[src/geirq_pkg.sv]
// Shared types and constants of the GPIO edge interrupt controller.
`timescale 1ns / 1ps

package geirq_pkg;

	// Fixed field widths and the default pin count.
	localparam int PIN_IDX_W     = 6;
	localparam int LEVEL_W       = 64;
	localparam int CFG_W         = 64;
	localparam int DEF_PIN_COUNT = 64;

	// Item operation codes.
	typedef enum logic [2:0] {
		MODE_SAMPLE   = 3'd0,
		MODE_MASK     = 3'd1,
		MODE_MASK_ACK = 3'd2,
		MODE_UNMASK   = 3'd3,
		MODE_SERVICE  = 3'd4
	} mode_t;

	// Configuration register indexes.
	typedef enum logic {
		CFG_RISING_SELECT  = 1'b0,
		CFG_FALLING_SELECT = 1'b1
	} cfg_reg_t;

	// Controller states.
	typedef enum logic {
		ST_IDLE     = 1'b0,
		ST_DISPATCH = 1'b1
	} state_t;

	typedef struct packed {
		logic [2:0]           mode;
		logic [LEVEL_W-1:0]   pin_levels;
		logic [PIN_IDX_W-1:0] pin_index;
	} in_item_t;

	typedef struct packed {
		logic [PIN_IDX_W-1:0] irq_pin;
		logic                 replayed;
		logic                 last;
	} out_item_t;

	// Commands from the controller to the datapath.
	typedef struct packed {
		logic exec;
		logic load_replay;
		logic pick;
	} dp_cmd_t;

	// Status from the datapath to the controller.
	typedef struct packed {
		logic disp_any;
		logic replay_hit;
		logic pick_last;
	} dp_sts_t;

endpackage

[src/geirq_dp.sv]
// Datapath: per-pin state masks, dispatch set and output register.
`timescale 1ns / 1ps

module geirq_dp import geirq_pkg::*; #(
	parameter int PIN_COUNT = DEF_PIN_COUNT
) (
	input  logic             clk,
	input  logic             arst_n,
	input  in_item_t         in_data,
	input  logic             cfg_we,
	input  logic             cfg_index,
	input  logic [CFG_W-1:0] cfg_data,
	input  dp_cmd_t          cmd,
	output dp_sts_t          sts,
	output out_item_t        out_data
);

	logic [PIN_COUNT-1:0] rise_sel_q, fall_sel_q;
	logic [PIN_COUNT-1:0] level_q, pend_q;
	logic [PIN_COUNT-1:0] rise_en_q, fall_en_q;
	logic [PIN_COUNT-1:0] enab_q, spur_q;
	logic [PIN_COUNT-1:0] disp_q;
	out_item_t            out_q;

	logic [PIN_COUNT-1:0] sel;
	logic [PIN_COUNT-1:0] levels;
	logic [PIN_COUNT-1:0] hit_vec;
	logic [PIN_COUNT-1:0] spur_new;
	logic [PIN_COUNT-1:0] lowest;
	logic [PIN_IDX_W-1:0] low_idx;

	// One-hot select of the addressed pin; it is all zero for a pin out of range.
	assign sel    = {{(PIN_COUNT-1){1'b0}}, 1'b1} << in_data.pin_index;
	assign levels = in_data.pin_levels[PIN_COUNT-1:0];

	// Pins whose current level matches one of their selected edges.
	assign hit_vec  = (level_q & rise_sel_q) | (~level_q & fall_sel_q);
	assign spur_new = pend_q & ~enab_q;

	// Lowest pin still waiting for dispatch, and its number.
	assign lowest = disp_q & (~disp_q + PIN_COUNT'(1));

	always_comb begin
		low_idx = '0;
		for (int i = 0; i < PIN_COUNT; i++) begin
			if (lowest[i]) begin
				low_idx = low_idx | PIN_IDX_W'(i);
			end
		end
	end

	assign sts.disp_any   = |(pend_q & enab_q);
	assign sts.replay_hit = |(sel & spur_q & hit_vec);
	assign sts.pick_last  = ~|(disp_q & ~lowest);

	// Edge select registers.
	always_ff @(posedge clk or negedge arst_n) begin
		if (!arst_n) begin
			rise_sel_q <= '0;
			fall_sel_q <= '0;
		end else if (cfg_we) begin
			unique case (cfg_index)
				CFG_RISING_SELECT:  rise_sel_q <= cfg_data[PIN_COUNT-1:0];
				CFG_FALLING_SELECT: fall_sel_q <= cfg_data[PIN_COUNT-1:0];
				default: ;
			endcase
		end
	end

	// Per-pin state updated by an accepted item.
	always_ff @(posedge clk or negedge arst_n) begin
		if (!arst_n) begin
			level_q   <= '0;
			pend_q    <= '0;
			rise_en_q <= '0;
			fall_en_q <= '0;
			enab_q    <= '0;
			spur_q    <= '0;
		end else if (cmd.exec) begin
			case (in_data.mode)
				MODE_SAMPLE: begin
					pend_q  <= pend_q | (~level_q & levels & rise_en_q)
						| (level_q & ~levels & fall_en_q);
					level_q <= levels;
				end
				MODE_MASK: begin
					spur_q <= spur_q & ~sel;
					enab_q <= enab_q & ~sel;
				end
				MODE_MASK_ACK: begin
					spur_q <= spur_q & ~sel;
					enab_q <= enab_q & ~sel;
					pend_q <= pend_q & ~sel;
				end
				MODE_UNMASK: begin
					if (!sts.replay_hit) begin
						enab_q    <= enab_q | sel;
						rise_en_q <= (rise_en_q & ~sel) | (rise_sel_q & sel);
						fall_en_q <= (fall_en_q & ~sel) | (fall_sel_q & sel);
					end
				end
				MODE_SERVICE: begin
					// Spurious pins are dropped, the rest move to the dispatch set.
					rise_en_q <= rise_en_q & ~(spur_new & spur_q);
					fall_en_q <= fall_en_q & ~(spur_new & spur_q);
					spur_q    <= spur_q | spur_new;
					pend_q    <= '0;
				end
				default: ;
			endcase
		end
	end

	// Dispatch set: loaded by service, emptied one pin per transfer.
	always_ff @(posedge clk or negedge arst_n) begin
		if (!arst_n) begin
			disp_q <= '0;
		end else if (cmd.exec && in_data.mode == MODE_SERVICE) begin
			disp_q <= pend_q & enab_q;
		end else if (cmd.pick) begin
			disp_q <= disp_q & ~lowest;
		end
	end

	// Output register payload.
	always_ff @(posedge clk) begin
		if (cmd.load_replay) begin
			out_q.irq_pin  <= in_data.pin_index;
			out_q.replayed <= 1'b1;
			out_q.last     <= 1'b1;
		end else if (cmd.pick) begin
			out_q.irq_pin  <= low_idx;
			out_q.replayed <= 1'b0;
			out_q.last     <= sts.pick_last;
		end
	end

	assign out_data = out_q;

endmodule

[src/geirq_ctrl.sv]
// Controller: handshakes, output valid and the dispatch sequencer.
`timescale 1ns / 1ps

module geirq_ctrl import geirq_pkg::*; (
	input  logic       clk,
	input  logic       arst_n,
	input  logic       in_valid,
	input  logic [2:0] mode,
	output logic       in_stall,
	output logic       out_valid,
	input  logic       out_stall,
	input  dp_sts_t    sts,
	output dp_cmd_t    cmd
);

	state_t state_q, state_d;
	logic   out_valid_q, out_valid_d;
	logic   out_free;
	logic   accept;

	// The output register can take a new result when empty or draining.
	assign out_free = !out_valid_q || !out_stall;

	always_ff @(posedge clk or negedge arst_n) begin
		if (!arst_n) begin
			state_q     <= ST_IDLE;
			out_valid_q <= 1'b0;
		end else begin
			state_q     <= state_d;
			out_valid_q <= out_valid_d;
		end
	end

	// Next state and commands.
	always_comb begin
		state_d         = state_q;
		cmd             = '0;
		in_stall        = 1'b1;
		accept          = 1'b0;
		out_valid_d     = out_valid_q && out_stall;
		unique case (state_q)
			ST_IDLE: begin
				in_stall = !out_free;
				accept   = in_valid && out_free;
				cmd.exec = accept;
				if (accept && mode == MODE_UNMASK && sts.replay_hit) begin
					cmd.load_replay = 1'b1;
					out_valid_d     = 1'b1;
				end
				if (accept && mode == MODE_SERVICE && sts.disp_any) begin
					state_d = ST_DISPATCH;
				end
			end
			ST_DISPATCH: begin
				if (out_free) begin
					cmd.pick    = 1'b1;
					out_valid_d = 1'b1;
					if (sts.pick_last) begin
						state_d = ST_IDLE;
					end
				end
			end
			default: state_d = ST_IDLE;
		endcase
	end

	assign out_valid = out_valid_q;

endmodule

[src/gpio_edge_irq_demux_lazy_mask.sv]
// Top level of the GPIO edge interrupt controller with lazy masking.
//
//   channel | direction | handshake          | payload
//   in      | input     | in_valid/in_stall   | in_item_t
//   out     | output    | out_valid/out_stall | out_item_t
//   cfg     | input     | cfg_we              | cfg_index, cfg_data
//
// Sample, mask, mask-and-ack and unmask act when their item is accepted; an
// unmask replay shows its result in the output register on the next cycle.
// Service loads the dispatch set; its pins then leave lowest first, each as
// the single output register frees; the input stalls until the last is loaded.
// Reset clears every per-pin mask, the edge selects and the output valid.
// A stalled output holds its result and stalls the input, whatever the next
// item is, until that result is taken.
`timescale 1ns / 1ps

module gpio_edge_irq_demux_lazy_mask import geirq_pkg::*; #(
	parameter int PIN_COUNT = DEF_PIN_COUNT
) (
	input  logic             clk,
	input  logic             arst_n,
	input  logic             in_valid,
	output logic             in_stall,
	input  in_item_t         in_data,
	output logic             out_valid,
	input  logic             out_stall,
	output out_item_t        out_data,
	input  logic             cfg_we,
	input  logic             cfg_index,
	input  logic [CFG_W-1:0] cfg_data
);

	dp_cmd_t cmd;
	dp_sts_t sts;

	// Sequencer.
	geirq_ctrl u_ctrl (
		.clk       (clk),
		.arst_n    (arst_n),
		.in_valid  (in_valid),
		.mode      (in_data.mode),
		.in_stall  (in_stall),
		.out_valid (out_valid),
		.out_stall (out_stall),
		.sts       (sts),
		.cmd       (cmd)
	);

	// Pin state and results.
	geirq_dp #(
		.PIN_COUNT (PIN_COUNT)
	) u_dp (
		.clk       (clk),
		.arst_n    (arst_n),
		.in_data   (in_data),
		.cfg_we    (cfg_we),
		.cfg_index (cfg_index),
		.cfg_data  (cfg_data),
		.cmd       (cmd),
		.sts       (sts),
		.out_data  (out_data)
	);

endmodule

[config.mk]
export PLATFORM = sky130hd
export DESIGN_NAME = gpio_edge_irq_demux_lazy_mask
export DESIGN_NICKNAME = d
export VERILOG_FILES = /design/src/geirq_pkg.sv /design/src/geirq_dp.sv /design/src/geirq_ctrl.sv /design/src/gpio_edge_irq_demux_lazy_mask.sv
export SDC_FILE = /design/constraint.sdc
export NUM_CORES = 2
export LEC_CHECK = 0
export BUFFER_PORTS_ARGS = -buffer_cell sky130_fd_sc_hd__buf_4
export CORE_AREA = 2 2 262 264
export DETAILED_ROUTE_END_ITERATION = 16
export DIE_AREA = 0 0 264 266
export PLACE_DENSITY = 0.66
export SKIP_LAST_GASP = 1
export SLEW_MARGIN = 20
export SYNTH_ARGS = -nofsm -noshare
export SYNTH_HDL_FRONTEND = slang
export SYNTH_SLANG_ARGS = --single-unit
[constraint.sdc]
create_clock -name clk -period 7.2 [get_ports clk]
set_clock_uncertainty 0.2 [all_clocks]
set_input_delay 0.36 -clock clk [delete_from_list [all_inputs] [get_ports clk]]
set_output_delay 0.36 -clock clk [all_outputs]
set_load 0.05 [all_outputs]
==> results_dict.tcl <==
set metrics [dict create \
    syn_inst 3073 \
    via_count 27700 \
    r2r_cells 10 \
    p_leak_uw 0.0146 \
    synth-simple-area-share_pct 16.1 \
    grt_max_degree 136 \
    multi_input_area_sq_um 14700 \
    arrival_ps 5090 \
    synth-xor-area-share_pct 0.0290 \
    muxShareOfSynthArea_pct 12.1 \
    numCtsBuffers 68 \
    power_uw 10400 \
    grt_pass1_vias 26900 \
    yosysWarningCount 0 \
    synth_cell_types 71 \
    synth_compound_area_share_pct 20.2 \
    die_area_sq_um 70200 \
    p_sw_uw 3590 \
    core_area_sq_um 67700 \
    clk_pin_slew_ps 60 \
    grt_usage_pct 33.0 \
    cp-startpoint "in_data[3]" \
    hold_path_class "in2reg" \
    timing.critical_path.fanout_max 72 \
    cts_sinks 586 \
    synth_fa_ha_area_share_pct 0.0332 \
    postPlaceCellArea_sq_um 32100 \
    whs_path_depth 4 \
    synthArstFlopShare_pct 98.6 \
    clk_latency_ps 620 \
    instances_no_fill 4198 \
    die_x_um 264 \
    outcome "finished, final reports clean" \
    synth-main-ff-cell "dfrtp_1" \
    synth_seq_area_share_pct 48.7 \
    die_y_um 266 \
    syn_area_per_cell_sq_um 9.82 \
    timing.fmax_mhz 209 \
    cts_tree "done" \
    fin_crit_ps 4790 \
    fillers 6071 \
    cts_resized 0 \
    pwr-share-clk_pct 33.5 \
    end_kind "flip-flop" \
    design_area_sq_um 35700 \
    max_slew_margin_pct 25.5 \
    tns_ps 0 \
    path_class "in2reg" \
    placed_cells 3943 \
    drc 0 \
    register_area_sq_um 14700 \
    slew_viol_final 0 \
    synth-seq-cells 586 \
    powerDensity_nw_per_um2 292 \
    cts_root_buffer "clkbuf_16" \
    pwr-share-comb_pct 24.2 \
    tightest_slew_ps 1120 \
    synth_edf_count 6 \
    r2r_start "u_dp.level_q[54]$_DFFE_PN0P_" \
    grt_pass1_wl_mm 174 \
    start_kind "input port" \
    routed_via_density 6.61 \
    setup_viol 0 \
    worst_path_most_repeated_cell "buf_4" \
    cp_slowest_cell "buf_4" \
    finalHoldViolCount 0 \
    synth_top_family_by_area "compound AO/OA/AOI/OAI gates" \
    power.share.switching_pct 34.5 \
    initial_utilization_pct 44.5 \
    r2r_setup_slack_ps 2670 \
    dp_hpwl_mm 83.9 \
    cts_buffer_depth 3 \
    post_drt_wl_per_cell_um 27.9 \
    rsz0062_at_grt "no" \
    cts_max_level 3 \
    critical_path.max_stage_delay_ps 720 \
    drive_above_1_share_pct 20.1 \
    cp.required_ps 7500 \
    ir_drop_mv 0.197 \
    overflow 0 \
    place_congestion 1.04 \
    cap_violations 0 \
    wirelength_mm 117 \
    final.period_utilization_pct 66.5 \
    layout.nets 3406 \
    rows 96 \
    grt_antenna_before_repair 8 \
    postRouteAntennaNets 0 \
    syn2layout_area_growth_pct 18.3 \
    p_seq_share_pct 42.3 \
    synth_fp_nets 3216 \
    p_int_uw 6820 \
    cp_cell_sequence "dlygate4sd3_1 > buf_4 > and2_1 > nand2_1 > o2111ai_1 > nor4_1 > nand2_1 > nor4_4 > buf_4 > buf_4 > o21ai_0 > a32o_1" \
    portBuffers 152 \
    syn-cell-area_sq_um 30200 \
    ios 153 \
    dr.pass1.iters 6 \
    postCtsSetupRepairBufs 0 \
    dr.first_iter.drc_count 3521 \
]
routing by layer:
metal / routed length [um] / vias to the layer above / global-route usage, %
met4: 5930 / 12 / 15.2
met5: 110 / - / 0
met2: 51900 / 1499 / 50.4
met1: 47400 / 14000 / 44.1
met3: 11900 / 338 / 8.39
li1: - / 11900 / -
cell families after synthesis:
group / count (synthesis)
and+or+nand+nor: 947
AOI/OAI and AO/OA: 983
xor gates and xnor gates: 1
DFF: 586
muxes: 323
adders and majority gates: 1
buffers and inverters: 232
Yosys cell counts (6+ instances only):
master,instances,area share [%]
nor2b_1,73,1.5
clkbuf_1,182,2.3
nor4_1,37,0.77
o21ai_0,527,8.7
dfrtp_1,578,48
o21ai_1,13,0.22
buf_1,18,0.22
nor2_1,123,1.5
o31ai_1,6,0.15
edfxtp_1,6,0.60
inv_1,21,0.26
and4_1,8,0.23
nor3_1,31,0.51
a22oi_1,17,0.42
and2_1,6,0.12
o22ai_1,9,0.19
buf_2,10,0.17
a21oi_1,165,2.7
a32o_1,168,5.6
nand2_1,296,3.7
nand2b_1,7,0.15
a22o_1,9,0.26
or3_1,7,0.15
nor4bb_1,7,0.23
o2111ai_1,16,0.46
nand3b_1,65,1.6
mux2_2,322,12
nand3_1,175,2.9
nand4_1,71,1.5
worst min-delay path by stage:
stage	startpoint	end
global route	in_valid	u_ctrl.state_q$_DFFE_PN0P_
finish	in_valid	u_ctrl.state_q$_DFFE_PN0P_
global placement	u_dp.out_data[1]$_SDFFE_PP1P_	u_dp.out_data[1]$_SDFFE_PP1P_
detailed placement	u_dp.out_data[1]$_SDFFE_PP1P_	u_dp.out_data[1]$_SDFFE_PP1P_
floorplan	arst_n	async pin
CTS	in_valid	u_ctrl.state_q$_DFFE_PN0P_
per-stage QoR:
stage	hold WS (ps)	utilization, %	setup slack, ps
floorplan	-136	-	3900
global placement	244	47.4	2640
CTS	11.2	52.7	2600
finish	38.3	52.7	2410
detailed placement	255	47.4	2550
global route	33.7	52.7	2120
critical path, delay by kind of cell:
kind / cells / cell delay [ps]
buf+inv: 4 / 2050
compound gates: 3 / 830
simple gates: 5 / 1690
final cells by class:
cell class	count	area share, %
multi-input cells	2255	41.3
flip-flops and latches	586	41.1
repair buffers	331	8.01
clock buffers	96	5.51
well taps	882	3.09
clock inverters	26	0.746
inverters	21	0.221
diodes	1	0.00701
power by group through the flow:
stage / registers, uW / logic [uW] / clock network, uW
after global routing: 4450 / 2680 / 3640
after CTS: 4360 / 2470 / 3510
after global placement: 4390 / 2380 / 0
after detailed placement: 4420 / 2390 / 0
final: 4400 / 2520 / 3490
after floorplan: 4270 / 1430 / 0
cell usage in the layout, fill, tap and decap left out, types with 71 or more instances in the layout:
master / netlist / routed
nor2_1: 123 / 119
buf_4: 0 / 193
nand4_1: 71 / 71
nand2_1: 296 / 292
o21ai_0: 527 / 527
a21oi_1: 165 / 164
mux2_2: 322 / 322
a32o_1: 168 / 168
nand3_1: 175 / 175
dfrtp_1: 578 / 578
dlygate4sd3_1: 0 / 132
repair_timing:
item,4_1_cts,5_1_grt
hold buffers,132,0
hold endpoints to repair,311,0
endpoints found under the setup margin,0,0
No activity file was read; power rests on OpenSTA's default activity.
